[src/hw/rtl/ssmt_pkg.sv]
// ----------------------------------------------------------------------------
// ssmt_pkg
// Shared types and constants of the slot store with match-and-take.
// ----------------------------------------------------------------------------
`default_nettype none

package ssmt_pkg;

    localparam int SLOTS_DEF   = 16;
    localparam int CMD_W       = 2;
    localparam int TXN_W       = 16;
    localparam int SRC_W       = 8;
    localparam int PAY_W       = 32;
    localparam int KEY_W       = 16;
    localparam int ENTRY_W     = TXN_W + SRC_W + PAY_W;

    localparam logic [CMD_W-1:0] CMD_WRITE    = 2'd0;
    localparam logic [CMD_W-1:0] CMD_TAKE_SRC = 2'd1;
    localparam logic [CMD_W-1:0] CMD_TAKE_TXN = 2'd2;

    // controller -> datapath
    typedef struct packed {
        logic load;
        logic step;
        logic finish;
    } t_dp_cmd;

    // datapath -> controller
    typedef struct packed {
        logic scan_done;
        logic out_free;
    } t_dp_status;

endpackage

`default_nettype wire

[src/hw/rtl/ssmt_ctrl.sv]
// ----------------------------------------------------------------------------
// ssmt_ctrl
// Sequencer: accepts a beat, steps the slot scan, hands off the result.
// ----------------------------------------------------------------------------
`default_nettype none

module ssmt_ctrl (
    input  wire                   i_clk,
    input  wire                   i_rst_n,
    input  wire                   i_in_valid,
    output logic                  o_in_stall,
    input  ssmt_pkg::t_dp_status  i_status,
    output ssmt_pkg::t_dp_cmd     o_cmd
);

    localparam logic [1:0] S_IDLE   = 2'd0;
    localparam logic [1:0] S_SCAN   = 2'd1;
    localparam logic [1:0] S_FINISH = 2'd2;

    logic [1:0] r_state;
    logic [1:0] n_state;

    always_comb begin
        n_state      = r_state;
        o_cmd.load   = 1'b0;
        o_cmd.step   = 1'b0;
        o_cmd.finish = 1'b0;
        case (r_state)
            S_IDLE: begin
                if (i_in_valid) begin
                    o_cmd.load = 1'b1;
                    n_state    = S_SCAN;
                end
            end
            S_SCAN: begin
                o_cmd.step = 1'b1;
                if (i_status.scan_done) begin
                    n_state = S_FINISH;
                end
            end
            S_FINISH: begin
                if (i_status.out_free) begin
                    o_cmd.finish = 1'b1;
                    n_state      = S_IDLE;
                end
            end
            default: begin
                n_state = S_IDLE;
            end
        endcase
    end

    always_ff @(posedge i_clk) begin
        if (!i_rst_n) begin
            r_state <= S_IDLE;
        end else begin
            r_state <= n_state;
        end
    end

    assign o_in_stall = (r_state != S_IDLE);

endmodule

`default_nettype wire

[src/hw/rtl/ssmt_datapath.sv]
// ----------------------------------------------------------------------------
// ssmt_datapath
// Slot memory, valid marks, scan index, compare and result register.
// ----------------------------------------------------------------------------
`default_nettype none

module ssmt_datapath #(
    parameter int SLOTS = ssmt_pkg::SLOTS_DEF
) (
    input  wire                                i_clk,
    input  wire                                i_rst_n,
    input  ssmt_pkg::t_dp_cmd                  i_cmd,
    output ssmt_pkg::t_dp_status               o_status,
    input  wire [ssmt_pkg::CMD_W-1:0]          i_cmd_code,
    input  wire [ssmt_pkg::TXN_W-1:0]          i_in_txn_id,
    input  wire [ssmt_pkg::SRC_W-1:0]          i_in_source,
    input  wire [ssmt_pkg::PAY_W-1:0]          i_in_payload,
    input  wire [ssmt_pkg::KEY_W-1:0]          i_match_key,
    output logic                               o_out_valid,
    input  wire                                i_out_stall,
    output logic                               o_status_bit,
    output logic [ssmt_pkg::TXN_W-1:0]         o_out_txn_id,
    output logic [ssmt_pkg::SRC_W-1:0]         o_out_source,
    output logic [ssmt_pkg::PAY_W-1:0]         o_out_payload
);

    localparam int IW = $clog2(SLOTS);
    localparam int EW = ssmt_pkg::ENTRY_W;
    localparam int PW = ssmt_pkg::PAY_W;
    localparam int SW = ssmt_pkg::SRC_W;
    localparam int TW = ssmt_pkg::TXN_W;
    localparam logic [IW-1:0] LAST_IDX = IW'(SLOTS - 1);

    logic [EW-1:0]               r_mem [SLOTS];
    logic [SLOTS-1:0]            r_valid;

    logic [ssmt_pkg::CMD_W-1:0]  r_cmd;
    logic [EW-1:0]               r_wr_entry;
    logic [ssmt_pkg::KEY_W-1:0]  r_key;

    logic [IW-1:0]               r_idx;
    logic                        r_issue;
    logic [IW-1:0]               r_rd_idx;
    logic                        r_rd_vld;
    logic [EW-1:0]               r_rd_data;

    logic                        r_hit;
    logic [EW-1:0]               r_hit_data;

    logic                        w_is_write;
    logic                        w_is_take;
    logic                        w_free;
    logic                        w_wr_hit;
    logic                        w_match;
    logic                        w_tk_hit;
    logic                        w_done;

    assign w_is_write = (r_cmd == ssmt_pkg::CMD_WRITE);
    assign w_is_take  = (r_cmd == ssmt_pkg::CMD_TAKE_SRC) ||
                        (r_cmd == ssmt_pkg::CMD_TAKE_TXN);
    assign w_free     = !r_valid[r_idx];
    assign w_wr_hit   = w_is_write && w_free;

    always_comb begin
        if (r_cmd == ssmt_pkg::CMD_TAKE_SRC) begin
            w_match = ({{(ssmt_pkg::KEY_W - SW){1'b0}}, r_rd_data[PW +: SW]} == r_key);
        end else begin
            w_match = (r_rd_data[PW + SW +: TW] == r_key);
        end
    end

    assign w_tk_hit = w_is_take && r_rd_vld && r_valid[r_rd_idx] && w_match;

    always_comb begin
        if (w_is_write) begin
            w_done = w_free || (r_idx == LAST_IDX);
        end else if (w_is_take) begin
            w_done = w_tk_hit || (r_rd_vld && (r_rd_idx == LAST_IDX));
        end else begin
            w_done = 1'b1;
        end
    end

    assign o_status.scan_done = w_done;
    assign o_status.out_free  = !o_out_valid || !i_out_stall;

    // slot memory: one write port, one registered read port
    always_ff @(posedge i_clk) begin
        if (i_cmd.step && w_wr_hit) begin
            r_mem[r_idx] <= r_wr_entry;
        end
        r_rd_data <= r_mem[r_idx];
    end

    always_ff @(posedge i_clk) begin
        if (!i_rst_n) begin
            r_valid <= '0;
        end else if (i_cmd.step && w_wr_hit) begin
            r_valid[r_idx] <= 1'b1;
        end else if (i_cmd.step && w_tk_hit) begin
            r_valid[r_rd_idx] <= 1'b0;
        end
    end

    always_ff @(posedge i_clk) begin
        if (i_cmd.load) begin
            r_cmd      <= i_cmd_code;
            r_wr_entry <= {i_in_txn_id, i_in_source, i_in_payload};
            r_key      <= i_match_key;
        end
    end

    always_ff @(posedge i_clk) begin
        if (!i_rst_n) begin
            r_idx      <= '0;
            r_issue    <= 1'b0;
            r_rd_vld   <= 1'b0;
            r_rd_idx   <= '0;
            r_hit      <= 1'b0;
            r_hit_data <= '0;
        end else if (i_cmd.load) begin
            r_idx      <= '0;
            r_issue    <= 1'b1;
            r_rd_vld   <= 1'b0;
            r_hit      <= 1'b0;
            r_hit_data <= '0;
        end else if (i_cmd.step) begin
            r_rd_vld <= r_issue;
            r_rd_idx <= r_idx;
            if (r_idx == LAST_IDX) begin
                r_issue <= 1'b0;
            end else begin
                r_idx <= r_idx + 1'b1;
            end
            if (w_wr_hit) begin
                r_hit <= 1'b1;
            end
            if (w_tk_hit) begin
                r_hit      <= 1'b1;
                r_hit_data <= r_rd_data;
            end
        end
    end

    always_ff @(posedge i_clk) begin
        if (!i_rst_n) begin
            o_out_valid <= 1'b0;
        end else if (i_cmd.finish) begin
            o_out_valid <= 1'b1;
        end else if (!i_out_stall) begin
            o_out_valid <= 1'b0;
        end
    end

    always_ff @(posedge i_clk) begin
        if (i_cmd.finish) begin
            o_status_bit  <= !r_hit;
            o_out_txn_id  <= r_hit_data[PW + SW +: TW];
            o_out_source  <= r_hit_data[PW +: SW];
            o_out_payload <= r_hit_data[PW-1:0];
        end
    end

endmodule

`default_nettype wire

[src/hw/rtl/slot_store_match_take_top.sv]
// ----------------------------------------------------------------------------
// slot_store_match_take_top
// Associative slot store: write to first free slot, take by source or id.
//
// Input channel (i_in_valid / o_in_stall) carries one command beat: write,
// take by source id, or take by transaction id. Output channel
// (o_out_valid / i_out_stall) returns exactly one result beat per command.
// Slots are scanned one per cycle from slot 0; the memory read port and the
// single compare set the pace. A write that lands in slot k or a take that
// hits slot k gives its result later the higher k is; a full store or a miss
// scans every slot, and an unused command ends the scan at once. The next beat
// is accepted the cycle after the result is loaded, one command at a time.
// The result sits in an output register; while the receiver stalls it holds,
// a new command is still accepted and scanned, and its result waits until
// the register frees.
// Reset clears all valid marks at once and empties the output register;
// slot contents are not cleared.
// ----------------------------------------------------------------------------
`default_nettype none

module slot_store_match_take_top #(
    parameter int SLOTS = ssmt_pkg::SLOTS_DEF
) (
    input  wire                          i_clk,
    input  wire                          i_rst_n,
    input  wire                          i_in_valid,
    output logic                         o_in_stall,
    input  wire [ssmt_pkg::CMD_W-1:0]    i_cmd,
    input  wire [ssmt_pkg::TXN_W-1:0]    i_in_txn_id,
    input  wire [ssmt_pkg::SRC_W-1:0]    i_in_source,
    input  wire [ssmt_pkg::PAY_W-1:0]    i_in_payload,
    input  wire [ssmt_pkg::KEY_W-1:0]    i_match_key,
    output logic                         o_out_valid,
    input  wire                          i_out_stall,
    output logic                         o_status,
    output logic [ssmt_pkg::TXN_W-1:0]   o_out_txn_id,
    output logic [ssmt_pkg::SRC_W-1:0]   o_out_source,
    output logic [ssmt_pkg::PAY_W-1:0]   o_out_payload
);

    ssmt_pkg::t_dp_cmd    w_cmd;
    ssmt_pkg::t_dp_status w_status;

    ssmt_ctrl u_ctrl (
        .i_clk      (i_clk),
        .i_rst_n    (i_rst_n),
        .i_in_valid (i_in_valid),
        .o_in_stall (o_in_stall),
        .i_status   (w_status),
        .o_cmd      (w_cmd)
    );

    ssmt_datapath #(
        .SLOTS (SLOTS)
    ) u_datapath (
        .i_clk         (i_clk),
        .i_rst_n       (i_rst_n),
        .i_cmd         (w_cmd),
        .o_status      (w_status),
        .i_cmd_code    (i_cmd),
        .i_in_txn_id   (i_in_txn_id),
        .i_in_source   (i_in_source),
        .i_in_payload  (i_in_payload),
        .i_match_key   (i_match_key),
        .o_out_valid   (o_out_valid),
        .i_out_stall   (i_out_stall),
        .o_status_bit  (o_status),
        .o_out_txn_id  (o_out_txn_id),
        .o_out_source  (o_out_source),
        .o_out_payload (o_out_payload)
    );

endmodule

`default_nettype wire

[config.mk]
export PLATFORM = sky130hd
export DESIGN_NAME = slot_store_match_take_top
export DESIGN_NICKNAME = d
export VERILOG_FILES = /design/src/hw/rtl/ssmt_pkg.sv /design/src/hw/rtl/ssmt_ctrl.sv /design/src/hw/rtl/ssmt_datapath.sv /design/src/hw/rtl/slot_store_match_take_top.sv
export SDC_FILE = /design/constraint.sdc
export NUM_CORES = 1
export LEC_CHECK = 0
export BUFFER_PORTS_ARGS = -buffer_cell sky130_fd_sc_hd__buf_2
export CAP_MARGIN = 20
export CORE_MARGIN = 4
export CORE_UTILIZATION = 55
export DETAILED_ROUTE_END_ITERATION = 8
export HOLD_SLACK_MARGIN = 0.12
export PLACE_DENSITY = 0.72
export SLEW_MARGIN = 10
export SYNTH_ARGS = -nofsm -noshare
export SYNTH_HDL_FRONTEND = slang
export SYNTH_SLANG_ARGS = --single-unit
[constraint.sdc]
create_clock -name i_clk -period 7.3 [get_ports i_clk]
set_clock_uncertainty 0.2 [all_clocks]
set_input_delay 1.825 -clock i_clk [delete_from_list [all_inputs] [get_ports i_clk]]
set_output_delay 1.825 -clock i_clk [all_outputs]
set_load 0.03 [all_outputs]
Word-level counts from Yosys, hierarchy flattened
Memory sizes are Yosys's and may differ from the RTL's. A register that Yosys moved wholly into a read port is not among the register bits.
Cells that the tools add are included.
Storage, ports and cells
  bits in latches: 0
  logic and storage cells: 102
  register bits: 217
  memories kept: 1
  ROM bits: 0
  bits in writable memories: 896
  output and inout port bits: 59
  input bits: 78
Operators by class
  shift-type cells: 0
  div/mod/pow operators: 0
  $lt $le $gt $ge: 4
  add/subtract/negate cells: 1
  bitwise gates (word level): 6
  multiply operators: 0
  mux-type cells: 31
  eq/ne operators: 12
  reduce and logical (&&, ||, !) cells: 31
Memories
  u_datapath.r_mem: words 16, width 56, rd ports 1, clocked after Yosys merged registers in 1, write ports 1, line ssmt_datapath.sv:34  | logic [EW-1:0] r_mem [SLOTS];
Operators with widths (number)
  16-bit two-way mux: 2
  1-bit two-way mux: 21
  16-bit bitwise AND: 1
  16-bit equality test: 1
  8-bit by 16-bit equality test with 1-bit output: 1
  16-bit inverter: 1
  16-bit bitwise OR: 1
  4-bit by 5-bit < comparator with 1-bit output (second input constant): 2
  2-bit AND reduction: 5
  2-bit nonzero test: 5
  1-bit logical AND: 9
  1-bit binary-select mux with 4-bit select: 2
  1-bit demux with 4-bit select: 2
  4-bit equality test (second input constant): 2
  4-bit by 1-bit greater-or-equal comparator with 1-bit output (second input constant): 2
  2-bit two-way mux: 3
  2-bit by 1-bit inequality test with 1-bit output (second input constant): 3
  2-bit one-hot mux with 3 select lines: 1
  4-bit by 1-bit adder with 4-bit output (second input constant): 1
  2-bit by 1-bit equality test with 1-bit output (second input constant): 2
  2-bit equality test (second input constant): 2
  1-bit logical NOT: 4
  2-bit logical NOT: 2
  1-bit logical OR: 4
  4 further kinds: 6

Depth between registers and ports, before layout
Gate-level depths: netlist (run 1).
  depth in word-level cells: 10
  mapped depth: 12
  depth with buffers taken out: 8

Modules after synthesis
From an unflattened synthesis (run 1), not the netlist that was laid out.
Second synthesis, totals
  cells, all modules: 1955
  area, all modules: 43261.5 um^2
By module, submodules not included
  ssmt_datapath: cells an instance 1941, instances 1, sequential area each 33642.3 um^2, area an instance 43126.4 um^2
  ssmt_ctrl: cells an instance 14, instances 1, sequential area each 40.0 um^2, area an instance 135.1 um^2

Worst setup path before layout (run 1)
Ideal clock, no wire load.
  path kind: input -> register
  start point: input port i_in_valid
  end point: register u_datapath.r_hit_data[31]
  buffers on the path: 2
  setup time: 0.119 ns
  stages on the path: 7
  data arrival time: 6.001 ns
  path slack: 0.980 ns
  required time: 6.981 ns
  path through: inv_1 -> nor2_1 -> nor2b_1 -> clkbuf_1 -> clkbuf_1 -> nand2_1 -> mux2i_1
RTL lines
  start, declared: line slot_store_match_take_top.sv:26  | input wire i_in_valid,
  end signal, assigned: line ssmt_datapath.sv:140  | r_hit_data <= r_rd_data;
  end, declared: line ssmt_datapath.sv:48  | logic [EW-1:0] r_hit_data;

==> impl_metrics.py, run 1 <==
metrics = {
    "floorplanning": {
        "die_h_microns": 287.2,
        "core-area_sq_um": 77340,
        "initial_core_util": 0.5543,
        "rows": 102,
        "die_area_sq_um": 82470,
        "fp.dieW_microns": 287.2,
        "ios": 137,
    },
    "logic_synthesis": {
        "yosys.area_share.simple": 0.02221,
        "synth_area_leaders": "edfxtp_1 72%, mux4_2 15%, dfxtp_1 6.6%, mux2i_1 1.5%, nand2_1 1.1%",
        "synth.avg_cell_area_sq_um": 22.37,
        "synth-xor-area-share": 0.001635,
        "synthAdderAreaFrac": 0.001751,
        "synth-edff-count": 1027,
        "syn_nets": 2000,
        "synth_area_sq_um": 42870,
        "yosysWarningCount": 0,
        "synth_top_family_by_area": "multiplexers",
        "synth.distinct_cells": 53,
        "yosysTopAreaCell": "edfxtp_1",
        "netlist.area_leader.share": 0.7194,
        "synth_flop_cell": "edfxtp_1",
        "yosys_register_bits": 1169,
        "async_reset_ff_frac": 0,
        "yosysSeqAreaShare": 0.7857,
        "synthMuxAreaShare": 0.1665,
        "netlist_instances": 1916,
        "synth_compound_area_frac": 0.01033,
    },
    "place": {
        "dp_cells": 3030,
        "pre_cts_slack_ns": 3.030,
        "place_congestion": 0.8019,
        "dp_hpwl_mm": 48.70,
        "portBuffers": 136,
        "place_area_sq_um": 44750,
    },
    "sta": {
        "finalCritPeriodShare": 0.5776,
        "grt_setup_unrepaired": "false",
        "tightestPinTransition_ns": 1.089,
        "hold_viol": 0,
        "clock.fmax_ghz": 0.2372,
        "slew_headroom": 0.2723,
        "post-route-worst-setup-slack_ns": 3.083,
        "setup_violations": 0,
        "tns_ns": 0,
        "fin_crit_ns": 4.217,
        "timing.hold.ws_ns": 0.2262,
        "final_max_slew_viol_count": 0,
    },
    "clock_network": {
        "cts.sinks": 1169,
        "cts_setup_buffers": 0,
        "cts_made_buffers": 111,
        "ctsResizeCount": 0,
        "path_clk_slew_ns": 0.06,
        "cts_hold_buf": 0,
        "cts_max_level": 3,
        "clock_latency_ns": 0.67,
        "cts_tree": "done",
        "cts_max_path_buffers": 3,
        "cts-root-buf": "clkbuf_16",
    },
    "setup_path": {
        "cp_data_required_time_ns": 7.64,
        "crit_path_start_kind": "flop",
        "critPathKind": "reg -> reg",
        "crit_fanout": 109,
        "critPathArrivalTime_ns": 4.55,
        "cp-end-kind": "flop",
        "crit_path_start": "u_datapath.r_idx[0]",
        "reg2reg_from": "u_datapath.r_idx[0]",
    },
    "drt": {
        "vias_per_cell": 6.198,
        "drt_iter0_markers": 2344,
        "ant_nets": 0,
        "finalWirelength_mm": 93.08,
        "num_vias": 20080,
        "drc": 0,
        "post_drt_wl_per_cell_microns": 28.73,
        "drtPass1Iterations": 8,
    },
    "cells_and_area": {
        "layout_commonest_cell": "edfxtp_1",
        "layout_common_cells": "1027 x edfxtp_1, 288 x mux4_2, 138 x dfxtp_1",
        "final_cells": 3240,
        "stdcell_area_sq_um": 48370,
        "fin_util": 0.6254,
        "drive_gt1_frac": 0.2929,
        "nets": 2187,
        "area_growth_pct": 12.83,
    },
    "global_route": {
        "grt_pass1_wl_mm": 138.2,
        "antenna_found_initial": 2,
        "grt_pass1_vias": 20570,
        "grt_usage": 0.2297,
        "grt_max_degree": 134,
        "grt_overflow": 0,
    },
    "pwr": {
        "power_leakage_nw": 15.23,
        "ir_drop_mv": 0.1881,
        "p_total_mw": 13.69,
        "power_density_nw_per_um2": 283.1,
    },
    "min_path": {
        "hp-start": "u_datapath.r_hit_data[44]",
        "min_path_type": "reg -> reg",
    },
    "outcome": {
        "status": "finished clean",
    },
    "job": {
        "maxCapViolCount": 0,
    },
}
## state kept, by name (all words and copies together), names as in the netlist, 4 cells and up
register,cells
u_datapath.r_mem,896
u_datapath.r_hit_data,56
u_datapath.r_rd_data,56
u_datapath.r_wr_entry,56
u_datapath.o_out_payload,32
u_datapath.o_out_txn_id,16
u_datapath.r_key,16
u_datapath.r_valid,16
u_datapath.o_out_source,8
u_datapath.r_idx,4
u_datapath.r_rd_idx,4
## cells in the mapped netlist (all sizes together), types with 3 or more instances
| library cell | number |
|---|---|
| a21boi | 5 |
| a21oi | 7 |
| a31oi | 18 |
| a41oi | 3 |
| and2 | 17 |
| and3 | 3 |
| buf | 45 |
| clkbuf | 48 |
| dfxtp | 142 |
| edfxtp | 1027 |
| ha | 6 |
| inv | 13 |
| mux2i | 64 |
| mux4 | 288 |
| nand2 | 129 |
| nand2b | 7 |
| nand3 | 6 |
| nor2 | 10 |
| nor2b | 10 |
| nor3 | 5 |
| nor4 | 4 |
| nor4b | 3 |
| o21ai | 25 |
| xnor2 | 6 |
## critical path, cell delays in order, from the launching register on
cell and delay, ns:
dfxtp_4 0.94, buf_12 0.69, buf_4 0.89, mux4_2 0.62, mux4_2 0.48
## logic make-up after synthesis
| group | count (synthesis) |
|---|---|
| flip-flops | 1169 |
| multiplexers | 353 |
| AND/OR/NAND/NOR | 203 |
| buffers and inverters | 106 |
| AO/OA/AOI/OAI | 71 |
| XOR/XNOR | 8 |
| adder cells (fa/ha/maj) | 6 |
## worst paths after layout
check	depth (start not counted)	slack, ns	to
worst max-delay path	4	3.08	u_datapath.r_rd_data[8]
worst min-delay path	0	0.23	u_datapath.o_out_txn_id[4]
worst max register to register	4	3.08	u_datapath.r_rd_data[8]
worst min register to register	0	0.23	u_datapath.o_out_txn_id[4]
## final cells by class
type,count,area (sq um)
diodes,1,2.502
clock buffers,163,3177
clock inverters,46,435.4
fillers,5192,28970
inverters,13,48.80
multi-input cells,641,8756
flip-flops and latches,1169,33700
well taps,1040,1301
repair buffers,167,950.9
## per-layer routing
layer  part of all wire  global-route usage
met3              0.079             0.03846
met1               0.41              0.3380
met2               0.49              0.3644
met5                  0                   0
met4              0.023             0.06481
## power by group
part           switching (mW)  internal [mW]  total, mW
sequential              0.161           7.41       7.57
combinational           0.254          0.235      0.489
clock                    2.37           3.26       5.64
total                    2.79           10.9       13.7
Note: power is estimated with default switching activity, not from simulation.
==> run 2: changes to the inputs <==
ABC_AREA = 1   (was not set)
clock period = 4.4 ns   (was 7.3 ns; I/O delays follow)
==> run 2 against run 1 <==
Net effect: non-clock buffer count is 28 higher; critical endpoint is now u_datapath.r_mem[10][35]; critical path type unchanged; largest cell class unchanged; sequential cell count stayed put; final cell count is 41% higher; sequential power up 68%; via count up 33%; register-to-register slack got worse by 2.2 ns; die area grew 1.4%; combinational power grew to 2.7 times the previous value; worst setup slack got worse by 2.2 ns; clock-buffer cell count decreased by 2; total power rose by 71%.
==> impl_metrics.py, run 2 <==
metrics = {
    "floorplanning": {
        "initial_core_util": 0.5583,
        "fp.dieW_microns": 289.1,
        "core-area_sq_um": 77850,
        "die_h_microns": 289.1,
        "ios": 137,
        "rows": 102,
        "die_area_sq_um": 83590,
    },
    "drt": {
        "top_layer": "met4",
        "vias_per_cell": 5.843,
        "drt-met1-wl_mm": 42.38,
        "ant_nets": 0,
        "wl_met3_mm": 10.42,
        "post_drt_wl_per_cell_microns": 22.10,
        "drc": 0,
        "drtPass1Iterations": 6,
        "num_vias": 26650,
        "finalWirelength_mm": 100.8,
        "drt_iter0_markers": 3385,
        "wl_met2_mm": 45.99,
    },
    "sta": {
        "fin_crit_ns": 3.509,
        "tightestPinTransition_ns": 1.049,
        "finalCritPeriodShare": 0.7974,
        "post-route-worst-setup-slack_ns": 0.8914,
        "clock.fmax_ghz": 0.2850,
        "slew_headroom": 0.3006,
        "setup_violations": 0,
        "hold_viol": 0,
        "grt_setup_unrepaired": "false",
        "final_max_slew_viol_count": 0,
    },
    "global_route": {
        "grt_overflow": 0,
        "grt_usage": 0.2383,
        "antenna_found_initial": 0,
        "grt_pass1_vias": 24870,
        "grt_pass1_wl_mm": 150.8,
        "grt_max_degree": 225,
    },
    "clock_network": {
        "clock_latency_ns": 0.68,
        "cts_max_level": 3,
        "cts_setup_buffers": 0,
        "cts-root-buf": "clkbuf_16",
        "cts_hold_buf": 0,
        "cts_made_buffers": 111,
        "path_clk_slew_ns": 0.06,
        "cts.sinks": 1169,
        "cts_max_path_buffers": 3,
        "cts_tree": "done",
        "ctsResizeCount": 0,
    },
    "min_path": {
        "hp-start": "u_datapath.r_hit_data[14]",
        "min_path_type": "reg -> reg",
        "min_to": "u_datapath.o_out_payload[14]",
        "min_path_cells": 0,
    },
    "logic_synthesis": {
        "syn_nets": 3403,
        "yosysSeqAreaShare": 0.7749,
        "yosysTopAreaCell": "edfxtp_1",
        "synth_flop_cell": "edfxtp_1",
        "synth.avg_cell_area_sq_um": 13.10,
        "synth_area_sq_um": 43470,
        "async_reset_ff_frac": 0,
        "yosysWarningCount": 0,
        "synth_area_leaders": "edfxtp_1 71%, dfxtp_1 6.5%, o21ai_0 6.1%, nor2_1 4.4%, nand2_1 3.2%",
        "netlist.area_leader.share": 0.7095,
        "synth_common_cells": "1027 x edfxtp_1, 526 x o21ai_0, 507 x nor2_1",
        "yosysMostFrequentCell": "edfxtp_1",
        "netlist_instances": 3319,
        "synth.distinct_cells": 28,
        "yosys_register_bits": 1169,
        "synth-edff-count": 1027,
    },
    "setup_path": {
        "worstPathCellList": "inv_6 -> nor2_1 -> o21ai_1 -> nand2_1 -> nand2_1 -> nand2_1 -> nor2_1 -> nand3_1 -> inv_2 -> nand2_2 -> nor2_4 -> buf_12",
        "r2r_cells": 12,
        "reg2reg_from": "u_datapath.r_idx[1]",
        "rrSetupSlack_ns": 0.89,
        "r2r-end": "u_datapath.r_mem[10][35]",
        "crit_path_start_kind": "flop",
        "critPathKind": "reg -> reg",
        "cpPeakStageDelay_ns": 0.49,
        "cp_data_required_time_ns": 4.52,
        "crit_fanout": 47,
        "cpMostUsedCell": "nand2_1",
        "critPathArrivalTime_ns": 3.63,
        "cp-end-kind": "flop",
        "critPathSlowestCell": "dfxtp_4",
    },
    "outcome": {
        "status": "finished clean",
    },
    "job": {
        "maxCapViolCount": 0,
    },
    "cells_and_area": {
        "layout_commonest_cell": "edfxtp_1",
        "area_growth_pct": 12.98,
        "fillers": 5734,
        "multi_input_area_sq_um": 8691,
        "drive_gt1_frac": 0.1113,
        "fin_util": 0.6308,
        "nets": 3507,
        "seqCellArea_sq_um": 33690,
        "stdcell_area_sq_um": 49110,
        "largest-register": "u_datapath.r_mem",
        "layout_common_cells": "1027 x edfxtp_1, 526 x o21ai_0, 490 x nor2_1",
        "largest_register_ffs": 896,
    },
    "pwr": {
        "power_density_nw_per_um2": 477.0,
        "p_total_mw": 23.42,
        "power_leakage_nw": 16.42,
        "ir_drop_mv": 0.3454,
    },
    "place": {
        "place_area_sq_um": 45430,
        "place_congestion": 0.8693,
        "pre_cts_slack_ns": 0.9752,
        "portBuffers": 136,
        "dp_hpwl_mm": 53.62,
    },
}
==> run 2: changes by cell type after synthesis, moves of 56 or more <==
cell,before,now
inv_1,13,106
clkbuf_1,48,169
mux2i_1,64,0
mux4_2,288,0
nand2_1,128,376
nand4_1,2,58
nor2_1,10,507
a21oi_1,7,77
o22ai_1,1,225
o21ai_0,23,526
==> run 2: worst max-delay path, delay by kind of cell, from the launching register on <==
family | cells | cell delay (ns)
DFF | 1 | 0.49
buffers and inverters | 3 | 1.05
AOI/OAI and AO/OA | 1 | 0.09
and+or+nand+nor | 8 | 1.25
==> run 2: kinds of logic after synthesis <==
group	count (synthesis)	synth area share
fa+ha+maj	6	0.001727
buf+inv	314	0.02881
compound gates	842	0.1040
flops	1169	0.7749
simple gates	988	0.09056
==> run 2: worst max path at each step <==
stage	from	end	slack, ns
CTS	u_datapath.r_idx[1]	u_datapath.r_mem[10][31]	0.96
global route	u_datapath.r_idx[1]	u_datapath.r_mem[10][24]	0.69
finish	u_datapath.r_idx[1]	u_datapath.r_mem[10][35]	0.89
global placement	u_datapath.r_idx[1]	u_datapath.r_mem[10][29]	1.0
detailed placement	u_datapath.r_idx[1]	u_datapath.r_mem[10][29]	0.98
floorplan	u_datapath.r_idx[0]	u_datapath.r_mem[11][0]	-1.32
==> run 2: per-layer routing <==
metal	vias up	global-route usage
met5	-	0
met4	0	0.06196
met3	172	0.04697
met2	1356	0.3657
met1	12860	0.3554
li1	12270	-
==> run 2: layout make-up <==
type                            instances  area share
Antenna cell                            1  0.00005096
Clock buffer                          161     0.06347
Clock inverter                         50     0.01080
Inverter                              110    0.008816
Multi-Input combinational cell       1836      0.1770
Sequential cell                      1169      0.6860
Tap cell                             1040     0.02650
Timing Repair Buffer                  195     0.02736
==> run 2: metrics by stage <==
step | setup TNS (ns) | std cells | hold WS [ns]
3_5_place_dp | 0 | 4349 | 0.2133
5_1_grt | 0 | 4561 | 0.2376
4_1_cts | 0 | 4560 | 0.2210
2_1_floorplan | -150.13 | 3319 | 0.2082
3_3_place_gp | 0 | 4349 | 0.2129
6_report | 0 | 4562 | 0.2141
==> run 2: where the power goes <==
part | internal, mW | total [mW] | leakage (nW) | switching [mW]
Combinational | 0.377 | 1.31 | 4.21 | 0.931
Sequential | 12.4 | 12.7 | 10.4 | 0.306
Clock | 5.46 | 9.43 | 1.78 | 3.98
